--- src/sv/rlm_pkg.sv ---
// shared constants, types and register indexes of the rms level meter
package rlm_pkg;

    localparam int MAX_BLOCK_FRAMES_DEF = 4096;
    localparam int QUEUE_DEPTH_DEF      = 2;

    localparam int SAMPLE_W = 16;
    localparam int SQUARE_W = 31;
    localparam int LEVEL_W  = 16;
    localparam int BAR_W    = 8;
    localparam int PROD_W   = LEVEL_W + BAR_W;
    localparam int RAD_W    = 32;
    localparam int SQRT_STEPS = RAD_W / 2;
    localparam int SQRT_REM_W = LEVEL_W + 1;
    localparam int LEVEL_FRAC = 15;

    localparam int APB_DATA_W = 32;
    localparam int APB_ADDR_W = 4;

    localparam logic [BAR_W-1:0] BAR_GAIN_RESET  = 8'd64;
    localparam logic [BAR_W-1:0] BAR_LIMIT_RESET = 8'd68;
    localparam logic [BAR_W-1:0] BAR_CLAMP_RESET = 8'd58;

    typedef enum logic [1:0] {
        REG_BAR_GAIN  = 2'd0,
        REG_BAR_LIMIT = 2'd1,
        REG_BAR_CLAMP = 2'd2
    } reg_index_t;

    typedef enum logic [4:0] {
        ST_IDLE = 5'b00001,
        ST_DIV  = 5'b00010,
        ST_SQRT = 5'b00100,
        ST_MUL  = 5'b01000,
        ST_DONE = 5'b10000
    } back_state_t;

    typedef struct packed {
        logic [BAR_W-1:0] gain;
        logic [BAR_W-1:0] limit;
        logic [BAR_W-1:0] clamp;
    } bar_cfg_t;

endpackage

--- src/sv/rlm_front.sv ---
// front end: takes frames, squares the sample and accumulates per block
module rlm_front #(
    parameter int MAX_BLOCK_FRAMES = rlm_pkg::MAX_BLOCK_FRAMES_DEF,
    parameter int CNT_W            = $clog2(MAX_BLOCK_FRAMES + 1),
    parameter int SUM_W            = 31 + $clog2(MAX_BLOCK_FRAMES)
) (
    input  logic                               aclk,
    input  logic                               aresetn,
    input  logic                               s_valid,
    output logic                               s_ready,
    input  logic signed [rlm_pkg::SAMPLE_W-1:0] s_left_sample,
    input  logic                               s_last_in_block,
    output logic                               push_valid,
    output logic [SUM_W+CNT_W-1:0]             push_data,
    input  logic                               queue_full
);

    localparam logic [CNT_W-1:0] CNT_MAX = CNT_W'(MAX_BLOCK_FRAMES);

    logic                           a_valid_reg, a_valid_next;
    logic [rlm_pkg::SQUARE_W-1:0]   square_reg;
    logic                           a_close_reg;
    logic [CNT_W-1:0]               a_cnt_reg;
    logic [CNT_W-1:0]               frame_cnt_reg, frame_cnt_next;
    logic [SUM_W-1:0]               sum_reg, sum_next;
    logic [CNT_W-1:0]               cnt_inc;
    logic                           close;
    logic                           accept;
    logic                           b_go;
    logic signed [2*rlm_pkg::SAMPLE_W-1:0] product;
    logic [SUM_W-1:0]               sum_add;

    assign product  = s_left_sample * s_left_sample;
    assign cnt_inc  = frame_cnt_reg + CNT_W'(1);
    assign close    = s_last_in_block || (cnt_inc == CNT_MAX);

    // accumulate stage stalls only when it closes a block and the queue is full
    assign b_go     = !(a_valid_reg && a_close_reg && queue_full);
    assign s_ready  = !a_valid_reg || b_go;
    assign accept   = s_valid && s_ready;

    assign sum_add    = sum_reg + SUM_W'(square_reg);
    assign push_valid = a_valid_reg && a_close_reg && !queue_full;
    assign push_data  = {sum_add, a_cnt_reg};

    always_comb begin
        frame_cnt_next = frame_cnt_reg;
        if (accept) begin
            frame_cnt_next = close ? '0 : cnt_inc;
        end
        a_valid_next = a_valid_reg;
        if (accept) begin
            a_valid_next = 1'b1;
        end else if (b_go) begin
            a_valid_next = 1'b0;
        end
        sum_next = sum_reg;
        if (a_valid_reg && b_go) begin
            sum_next = a_close_reg ? '0 : sum_add;
        end
    end

    always_ff @(posedge aclk) begin
        if (!aresetn) begin
            a_valid_reg   <= 1'b0;
            frame_cnt_reg <= '0;
            sum_reg       <= '0;
        end else begin
            a_valid_reg   <= a_valid_next;
            frame_cnt_reg <= frame_cnt_next;
            sum_reg       <= sum_next;
        end
    end

    always_ff @(posedge aclk) begin
        if (accept) begin
            square_reg  <= product[rlm_pkg::SQUARE_W-1:0];
            a_close_reg <= close;
            a_cnt_reg   <= cnt_inc;
        end
    end

endmodule

--- src/sv/rlm_queue.sv ---
// short fifo of closed blocks between front and back
module rlm_queue #(
    parameter int WIDTH = 8,
    parameter int DEPTH = rlm_pkg::QUEUE_DEPTH_DEF
) (
    input  logic             aclk,
    input  logic             aresetn,
    input  logic             push,
    input  logic [WIDTH-1:0] push_data,
    output logic             full,
    input  logic             pop,
    output logic             not_empty,
    output logic [WIDTH-1:0] pop_data
);

    localparam int AW = (DEPTH > 1) ? $clog2(DEPTH) : 1;

    logic [WIDTH-1:0] entry_reg [DEPTH];
    logic [AW-1:0]    wr_ptr_reg, wr_ptr_next;
    logic [AW-1:0]    rd_ptr_reg, rd_ptr_next;
    logic [AW:0]      fill_reg, fill_next;

    assign full      = (fill_reg == (AW+1)'(DEPTH));
    assign not_empty = (fill_reg != '0);
    assign pop_data  = entry_reg[rd_ptr_reg];

    // pointers wrap at the depth, which need not be a power of two
    always_comb begin
        wr_ptr_next = wr_ptr_reg;
        rd_ptr_next = rd_ptr_reg;
        if (push) begin
            wr_ptr_next = (wr_ptr_reg == AW'(DEPTH - 1)) ? '0 : wr_ptr_reg + AW'(1);
        end
        if (pop) begin
            rd_ptr_next = (rd_ptr_reg == AW'(DEPTH - 1)) ? '0 : rd_ptr_reg + AW'(1);
        end
        fill_next = fill_reg + (AW+1)'(push) - (AW+1)'(pop);
    end

    always_ff @(posedge aclk) begin
        if (!aresetn) begin
            wr_ptr_reg <= '0;
            rd_ptr_reg <= '0;
            fill_reg   <= '0;
        end else begin
            wr_ptr_reg <= wr_ptr_next;
            rd_ptr_reg <= rd_ptr_next;
            fill_reg   <= fill_next;
        end
    end

    always_ff @(posedge aclk) begin
        if (push) begin
            entry_reg[wr_ptr_reg] <= push_data;
        end
    end

endmodule

--- src/sv/rlm_back.sv ---
// back end: serial divide, serial square root, bar scaling and result register
module rlm_back #(
    parameter int CNT_W = $clog2(rlm_pkg::MAX_BLOCK_FRAMES_DEF + 1),
    parameter int SUM_W = rlm_pkg::SQUARE_W + $clog2(rlm_pkg::MAX_BLOCK_FRAMES_DEF)
) (
    input  logic                              aclk,
    input  logic                              aresetn,
    input  logic                              q_valid,
    input  logic [SUM_W+CNT_W-1:0]            q_data,
    output logic                              q_pop,
    input  rlm_pkg::bar_cfg_t                 cfg,
    output logic                              m_valid,
    input  logic                              m_ready,
    output logic [rlm_pkg::LEVEL_W-1:0]       m_rms_level,
    output logic [rlm_pkg::BAR_W-1:0]         m_bar_length
);

    localparam int STEP_W = $clog2(SUM_W);
    localparam int RW     = rlm_pkg::SQRT_REM_W;
    localparam int LW     = rlm_pkg::LEVEL_W;
    localparam int BW     = rlm_pkg::BAR_W;

    rlm_pkg::back_state_t state_reg, state_next;

    logic [STEP_W-1:0]          step_reg, step_next;
    logic [SUM_W-1:0]           quo_reg, quo_next;
    logic [CNT_W-1:0]           div_reg;
    logic [CNT_W-1:0]           rem_reg, rem_next;
    logic [rlm_pkg::RAD_W-1:0]  rad_reg, rad_next;
    logic [RW-1:0]              sq_rem_reg, sq_rem_next;
    logic [LW-1:0]              root_reg, root_next;
    logic [rlm_pkg::PROD_W-1:0] prod_reg;
    logic                       m_valid_reg, m_valid_next;
    logic [LW-1:0]              level_out_reg;
    logic [BW-1:0]              bar_out_reg;

    logic [CNT_W:0]             div_trial;
    logic                       div_ge;
    logic [RW+1:0]              sq_shift;
    logic [RW+1:0]              sq_trial;
    logic                       sq_ge;
    logic [BW:0]                bar_raw;
    logic [BW-1:0]              bar_final;
    logic                       out_free;

    assign out_free = !m_valid_reg || m_ready;

    // restoring divider, one quotient bit a cycle
    assign div_trial = {rem_reg, quo_reg[SUM_W-1]};
    assign div_ge    = (div_trial >= {1'b0, div_reg});

    // digit-by-digit root, one result bit a cycle
    assign sq_shift  = {sq_rem_reg, rad_reg[rlm_pkg::RAD_W-1 -: 2]};
    assign sq_trial  = {1'b0, root_reg, 2'b01};
    assign sq_ge     = (sq_shift >= sq_trial);

    assign bar_raw   = prod_reg[rlm_pkg::PROD_W-1:rlm_pkg::LEVEL_FRAC];
    assign bar_final = (bar_raw > {1'b0, cfg.limit}) ? cfg.clamp : bar_raw[BW-1:0];

    always_comb begin
        state_next   = state_reg;
        step_next    = step_reg;
        quo_next     = quo_reg;
        rem_next     = rem_reg;
        rad_next     = rad_reg;
        sq_rem_next  = sq_rem_reg;
        root_next    = root_reg;
        q_pop        = 1'b0;
        m_valid_next = m_valid_reg && !m_ready;
        unique case (state_reg)
            rlm_pkg::ST_IDLE: begin
                if (q_valid) begin
                    q_pop      = 1'b1;
                    quo_next   = q_data[SUM_W+CNT_W-1:CNT_W];
                    rem_next   = '0;
                    step_next  = '0;
                    state_next = rlm_pkg::ST_DIV;
                end
            end
            rlm_pkg::ST_DIV: begin
                quo_next  = {quo_reg[SUM_W-2:0], div_ge};
                rem_next  = div_ge ? CNT_W'(div_trial - {1'b0, div_reg}) : CNT_W'(div_trial);
                step_next = step_reg + STEP_W'(1);
                if (step_reg == STEP_W'(SUM_W - 1)) begin
                    // mean of squares never exceeds one in q2.30
                    rad_next    = rlm_pkg::RAD_W'(quo_next);
                    sq_rem_next = '0;
                    root_next   = '0;
                    step_next   = '0;
                    state_next  = rlm_pkg::ST_SQRT;
                end
            end
            rlm_pkg::ST_SQRT: begin
                sq_rem_next = sq_ge ? RW'(sq_shift - sq_trial) : RW'(sq_shift);
                root_next   = {root_reg[LW-2:0], sq_ge};
                rad_next    = {rad_reg[rlm_pkg::RAD_W-3:0], 2'b00};
                step_next   = step_reg + STEP_W'(1);
                if (step_reg == STEP_W'(rlm_pkg::SQRT_STEPS - 1)) begin
                    state_next = rlm_pkg::ST_MUL;
                end
            end
            rlm_pkg::ST_MUL: begin
                state_next = rlm_pkg::ST_DONE;
            end
            rlm_pkg::ST_DONE: begin
                if (out_free) begin
                    m_valid_next = 1'b1;
                    state_next   = rlm_pkg::ST_IDLE;
                end
            end
            default: begin
                state_next = rlm_pkg::ST_IDLE;
            end
        endcase
    end

    always_ff @(posedge aclk) begin
        if (!aresetn) begin
            state_reg   <= rlm_pkg::ST_IDLE;
            m_valid_reg <= 1'b0;
        end else begin
            state_reg   <= state_next;
            m_valid_reg <= m_valid_next;
        end
    end

    always_ff @(posedge aclk) begin
        step_reg   <= step_next;
        quo_reg    <= quo_next;
        rem_reg    <= rem_next;
        rad_reg    <= rad_next;
        sq_rem_reg <= sq_rem_next;
        root_reg   <= root_next;
        if (q_pop) begin
            div_reg <= q_data[CNT_W-1:0];
        end
        if (state_reg == rlm_pkg::ST_MUL) begin
            prod_reg <= root_reg * cfg.gain;
        end
        if (state_reg == rlm_pkg::ST_DONE && out_free) begin
            level_out_reg <= root_reg;
            bar_out_reg   <= bar_final;
        end
    end

    assign m_valid      = m_valid_reg;
    assign m_rms_level  = level_out_reg;
    assign m_bar_length = bar_out_reg;

endmodule

--- src/sv/block_rms_level_meter_core.sv ---
// top level of the rms level meter: apb registers, front, block queue and back
//
//  channel   direction  handshake          payload
//  s_        in         s_valid/s_ready    s_left_sample, s_last_in_block
//  m_        out        m_valid/m_ready    m_rms_level, m_bar_length
//  apb       in         psel/penable       paddr, pwdata, prdata
//
// one frame is taken per cycle while the block queue has room.
// each closed block goes through the bit-serial divider and the bit-serial square
// root in the back end, one block at a time; blocks that close faster than the
// back end finishes them fill the two-entry queue and then hold off s_ready.
// aresetn is synchronous; it clears the sum, frame count and queue and loads the registers with their reset values.
// a stalled m_ready holds the result while the front keeps accumulating.
module block_rms_level_meter_core #(
    parameter int MAX_BLOCK_FRAMES = rlm_pkg::MAX_BLOCK_FRAMES_DEF
) (
    input  logic                                 aclk,
    input  logic                                 aresetn,
    input  logic                                 s_valid,
    output logic                                 s_ready,
    input  logic signed [rlm_pkg::SAMPLE_W-1:0]  s_left_sample,
    input  logic                                 s_last_in_block,
    output logic                                 m_valid,
    input  logic                                 m_ready,
    output logic [rlm_pkg::LEVEL_W-1:0]          m_rms_level,
    output logic [rlm_pkg::BAR_W-1:0]            m_bar_length,
    input  logic                                 psel,
    input  logic                                 penable,
    input  logic                                 pwrite,
    input  logic [rlm_pkg::APB_ADDR_W-1:0]       paddr,
    input  logic [rlm_pkg::APB_DATA_W-1:0]       pwdata,
    output logic [rlm_pkg::APB_DATA_W-1:0]       prdata,
    output logic                                 pready
);

    localparam int CNT_W = $clog2(MAX_BLOCK_FRAMES + 1);
    localparam int SUM_W = 31 + $clog2(MAX_BLOCK_FRAMES);
    localparam int Q_W   = SUM_W + CNT_W;

    rlm_pkg::bar_cfg_t cfg_reg;
    logic              cfg_write;
    logic [1:0]        reg_sel;

    logic              push_valid;
    logic [Q_W-1:0]    push_data;
    logic              queue_full;
    logic              q_valid;
    logic [Q_W-1:0]    q_data;
    logic              q_pop;

    assign pready    = 1'b1;
    assign cfg_write = psel && penable && pwrite && pready;
    assign reg_sel   = paddr[3:2];

    always_ff @(posedge aclk) begin
        if (!aresetn) begin
            cfg_reg.gain  <= rlm_pkg::BAR_GAIN_RESET;
            cfg_reg.limit <= rlm_pkg::BAR_LIMIT_RESET;
            cfg_reg.clamp <= rlm_pkg::BAR_CLAMP_RESET;
        end else if (cfg_write) begin
            unique case (reg_sel)
                rlm_pkg::REG_BAR_GAIN:  cfg_reg.gain  <= pwdata[rlm_pkg::BAR_W-1:0];
                rlm_pkg::REG_BAR_LIMIT: cfg_reg.limit <= pwdata[rlm_pkg::BAR_W-1:0];
                rlm_pkg::REG_BAR_CLAMP: cfg_reg.clamp <= pwdata[rlm_pkg::BAR_W-1:0];
                default: begin
                end
            endcase
        end
    end

    always_comb begin
        unique case (reg_sel)
            rlm_pkg::REG_BAR_GAIN:  prdata = rlm_pkg::APB_DATA_W'(cfg_reg.gain);
            rlm_pkg::REG_BAR_LIMIT: prdata = rlm_pkg::APB_DATA_W'(cfg_reg.limit);
            rlm_pkg::REG_BAR_CLAMP: prdata = rlm_pkg::APB_DATA_W'(cfg_reg.clamp);
            default:                prdata = '0;
        endcase
    end

    rlm_front #(
        .MAX_BLOCK_FRAMES (MAX_BLOCK_FRAMES),
        .CNT_W            (CNT_W),
        .SUM_W            (SUM_W)
    ) u_front (
        .aclk            (aclk),
        .aresetn         (aresetn),
        .s_valid         (s_valid),
        .s_ready         (s_ready),
        .s_left_sample   (s_left_sample),
        .s_last_in_block (s_last_in_block),
        .push_valid      (push_valid),
        .push_data       (push_data),
        .queue_full      (queue_full)
    );

    rlm_queue #(
        .WIDTH (Q_W),
        .DEPTH (rlm_pkg::QUEUE_DEPTH_DEF)
    ) u_queue (
        .aclk      (aclk),
        .aresetn   (aresetn),
        .push      (push_valid),
        .push_data (push_data),
        .full      (queue_full),
        .pop       (q_pop),
        .not_empty (q_valid),
        .pop_data  (q_data)
    );

    rlm_back #(
        .CNT_W (CNT_W),
        .SUM_W (SUM_W)
    ) u_back (
        .aclk         (aclk),
        .aresetn      (aresetn),
        .q_valid      (q_valid),
        .q_data       (q_data),
        .q_pop        (q_pop),
        .cfg          (cfg_reg),
        .m_valid      (m_valid),
        .m_ready      (m_ready),
        .m_rms_level  (m_rms_level),
        .m_bar_length (m_bar_length)
    );

endmodule

--- config.mk ---
export PLATFORM = sky130hd
export DESIGN_NAME = block_rms_level_meter_core
export DESIGN_NICKNAME = d
export VERILOG_FILES = /design/src/sv/rlm_pkg.sv /design/src/sv/rlm_front.sv /design/src/sv/rlm_queue.sv /design/src/sv/rlm_back.sv /design/src/sv/block_rms_level_meter_core.sv
export SDC_FILE = /design/constraint.sdc
export NUM_CORES = 2
export LEC_CHECK = 0
export BUFFER_PORTS_ARGS = -buffer_cell sky130_fd_sc_hd__buf_2
export CAP_MARGIN = 25
export CORE_ASPECT_RATIO = 0.8
export CORE_MARGIN = 2
export CORE_UTILIZATION = 45
export DETAILED_ROUTE_END_ITERATION = 6
export PLACE_DENSITY = 0.68
export SYNTH_ARGS = -nofsm -noshare
export SYNTH_HDL_FRONTEND = slang
export SYNTH_SLANG_ARGS = --single-unit
--- constraint.sdc ---
create_clock -name aclk -period 8.4 [get_ports aclk]
set_input_delay 0 -clock aclk [delete_from_list [all_inputs] [get_ports aclk]]
set_output_delay 0 -clock aclk [all_outputs]
set_load 0.05 [all_outputs]
==> flow_summary.yaml <==
clocking:
  htree_levels: 2
  ctsResizeCount: 0
  clk_pin_slew_ns: 0.06
  cts.sinks: 421
  hold_buffers: 21
  insertion_delay_ns: 0.59
  cts_tree: "done"
  clock_path_buffers: 3
  cts_buffers: 46
  cts_setup_buffers: 0
  cts_root_buf: "clkbuf_16"
sta:
  grt_setup_unrepaired: "no"
  finalHoldViolCount: 0
  min_period_ns: 6.183
  setup_tns_ns: 0
  maxSlewHeadroom: 0.2873
  fin_skew_ns: 0.02721
  slew_violations: 0
  min_period_over_period: 0.7360
  tightestPinTransition_ns: 1.067
  fmax_ghz: 0.1617
  finalSetupViolations: 0
detailed_routing:
  post_drt_wl_per_cell_um: 14.89
  via_per_inst: 4.997
  final_antenna_net_count: 0
  drc: 0
  drtIter0Drc: 1116
  dr.pass1.iters: 5
  routed_wl_mm: 60.76
  vias: 20387
floorplanning:
  core.rowCount: 87
  die_y_um: 242.0
  core-area_mm2: 0.07032
  start_util: 0.4531
  die-area_mm2: 0.07296
  ioPinCount: 119
  die-width_um: 301.5
global_routing:
  grt-ovfl-total: 0
  antenna_found_initial: 0
  first_global_vias: 20447
  grt_pass1_wl_mm: 101.5
  grt_util_all_layers: 0.1682
  grt_max_degree: 90
setup_path:
  crit_chain: "buf_2 > inv_1 > nor2_1 > fa_1 > inv_1 > fa_1 > inv_1 > fa_1 > fa_1 > fa_1 > inv_1 > fa_1 > inv_1 > ha_1 > or3_1 > a211oi_1 > o31ai_1 > a21oi_1 > o21ai_0 > a21oi_1 > xnor2_1"
  end_kind: "register"
  reg2reg_depth: 16
  cp-start-kind: "input port"
  slowest_delay_ns: 0.55
  cp_top_family: "adder cells"
  worstSetupPathType: "input port to register"
  slowest_stage: "fa_1"
  cp.depth: 21
  worstPathArrival_ns: 6.49
  cp_data_required_time_ns: 8.71
  worst-path-buf-inv: 6
  crit_top_cell: "fa_1"
  worstPathMaxFanout: 16
placed_design:
  hpwl_mm: 44.82
  port-buffer-count: 67
  gp_congestion: 0.8785
run:
  cap_viol_max_count: 0
final_layout:
  drive_gt1_frac: 0.06961
  seqCellArea_mm2: 0.01172
  multi_input_area_mm2: 0.01782
  largest_register_ffs: 112
  n_antenna_cell: 0
  area_growth_pct: 9.441
  final_core_util: 0.4958
  layout.nets: 3688
  fillers: 6407
logic_synthesis:
  syn_inst: 3060
  ys_seq_area_frac: 0.3679
  synth_area_mm2: 0.03186
  yosys_most_used_dff: "edfxtp_1"
  yosysUniqueCellTypes: 71
  ys.warnings.count: 0
  synth_area_per_cell_um2: 10.41
  ys_ff_latch: 421
  synth-edff-count: 329
  synthArstFlopShare: 0
min_path:
  hp-class: "input port to register"
  min_path_cells: 2
power:
  ir_drop_uv: 414.1
  power.density_mw_per_mm2: 362.9
  cellLeakagePower_nw: 14.94
outcome:
  status: "finished clean"
[cells in the final DEF, fill, tap and decap left out, types with 25 or more instances in the layout]
cell | netlist | final
o21ai_0 | 112 | 112
nor2_1 | 155 | 154
a21o_1 | 27 | 27
xor2_1 | 33 | 33
dfxtp_1 | 92 | 91
mux2i_1 | 90 | 90
inv_1 | 498 | 497
nand3_1 | 47 | 47
buf_2 | 4 | 67
nand2_1 | 368 | 368
xnor2_1 | 100 | 100
fa_1 | 314 | 314
ha_1 | 205 | 205
clkbuf_16 | 0 | 47
conb_1 | 2 | 25
nor2b_1 | 59 | 59
a21oi_1 | 93 | 92
and2_1 | 99 | 98
edfxtp_1 | 329 | 329
[final timing paths]
path,startpoint,slack [ns],endpoint
worst max register to register,cfg_reg[21],2.47,u_back.prod_reg[23]
worst max-delay path,s_left_sample[15],2.22,u_front.square_reg[30]
worst min-delay path,s_left_sample[1],0.05,u_front.square_reg[2]
worst min register to register,u_front.a_cnt_reg[8],0.44,u_queue.entry_reg[0][8]
[synthesized netlist by cell type (5+ instances only)]
master,instances,area share
or3_1,13,0.0026
mux2_2,22,0.0078
mux2i_1,90,0.028
or2_2,5,0.00098
a31o_2,5,0.0014
or4_1,7,0.0016
nor2_1,155,0.018
nand3b_1,5,0.0012
and2_1,99,0.019
clkbuf_1,96,0.011
edfxtp_1,329,0.31
nand2_1,368,0.043
fa_1,314,0.20
nand3_1,47,0.0074
o211ai_1,6,0.0014
inv_1,498,0.059
nand2b_1,14,0.0027
ha_1,205,0.081
o21bai_1,11,0.0026
nor3_1,21,0.0033
o31ai_1,5,0.0012
o21a_1,21,0.0049
nand4_1,17,0.0033
o21ai_1,7,0.0011
xnor2_1,100,0.027
a22oi_1,22,0.0052
a31oi_1,12,0.0024
nor2b_1,59,0.012
dfxtp_1,92,0.058
a21boi_0,13,0.0031
buf_4,25,0.0059
a211oi_1,20,0.0047
a21o_1,27,0.0064
a21oi_1,93,0.015
a22o_1,14,0.0038
nor4_1,6,0.0012
xor2_1,33,0.0091
buf_1,6,0.00071
o21ai_0,112,0.018
and3_1,15,0.0029
[metrics by stage]
| step | hold WS [ns] | setup slack, ns | std cells | power, mW | area [um2] |
|---|---|---|---|---|---|
| 3_5_place_dp | 0.2806 | 1.593 | 3973 | 10.71 | 33100 |
| 5_1_grt | 0.02997 | 1.786 | 4080 | 13.95 | 34870 |
| 3_3_place_gp | 0.2617 | 1.676 | 3971 | 10.57 | 33060 |
| 4_1_cts | 0.008983 | 2.212 | 4079 | 12.79 | 34850 |
| 6_report | 0.05195 | 2.217 | 4080 | 12.65 | 34870 |
| 2_1_floorplan | 0.09887 | 2.421 | 3083 | 9.291 | 31950 |
[layout make-up]
class	count	area share
clock buffers	59	0.03588
inverters	499	0.05372
repair buffers	109	0.02121
flip-flops and latches	421	0.3362
well taps	934	0.03352
clock inverters	26	0.008289
multi-input cells	2032	0.5112
[power by group]
part / internal, mW / leakage [nW] / total (mW) / switching, mW
clock network: 1.19 / 0.750 / 2.02 / 0.832
logic: 3.25 / 10.4 / 7.45 / 4.20
registers: 3.04 / 3.83 / 3.18 / 0.139
[cell families (layout without fill, tap and decap cells)]
logic type	Yosys count	count (layout)	synth area share
mux	112	112	0.03605
buf+inv	630	693	0.07733
simple gates	845	845	0.1236
other cells	2	25	0.0002357
fa+ha+maj	519	519	0.2778
xor+xnor	133	133	0.03656
compound gates	398	398	0.08055
flops	421	421	0.3679
[per-layer routing]
layer	GRT usage	up-vias	wire, um
met5	0	-	0
li1	-	10082	-
met3	0.02484	64	2810
met2	0.2694	377	27060
met1	0.2423	9864	29850
met4	0.03684	0	1036
Note: power is estimated with default switching activity, not from simulation.
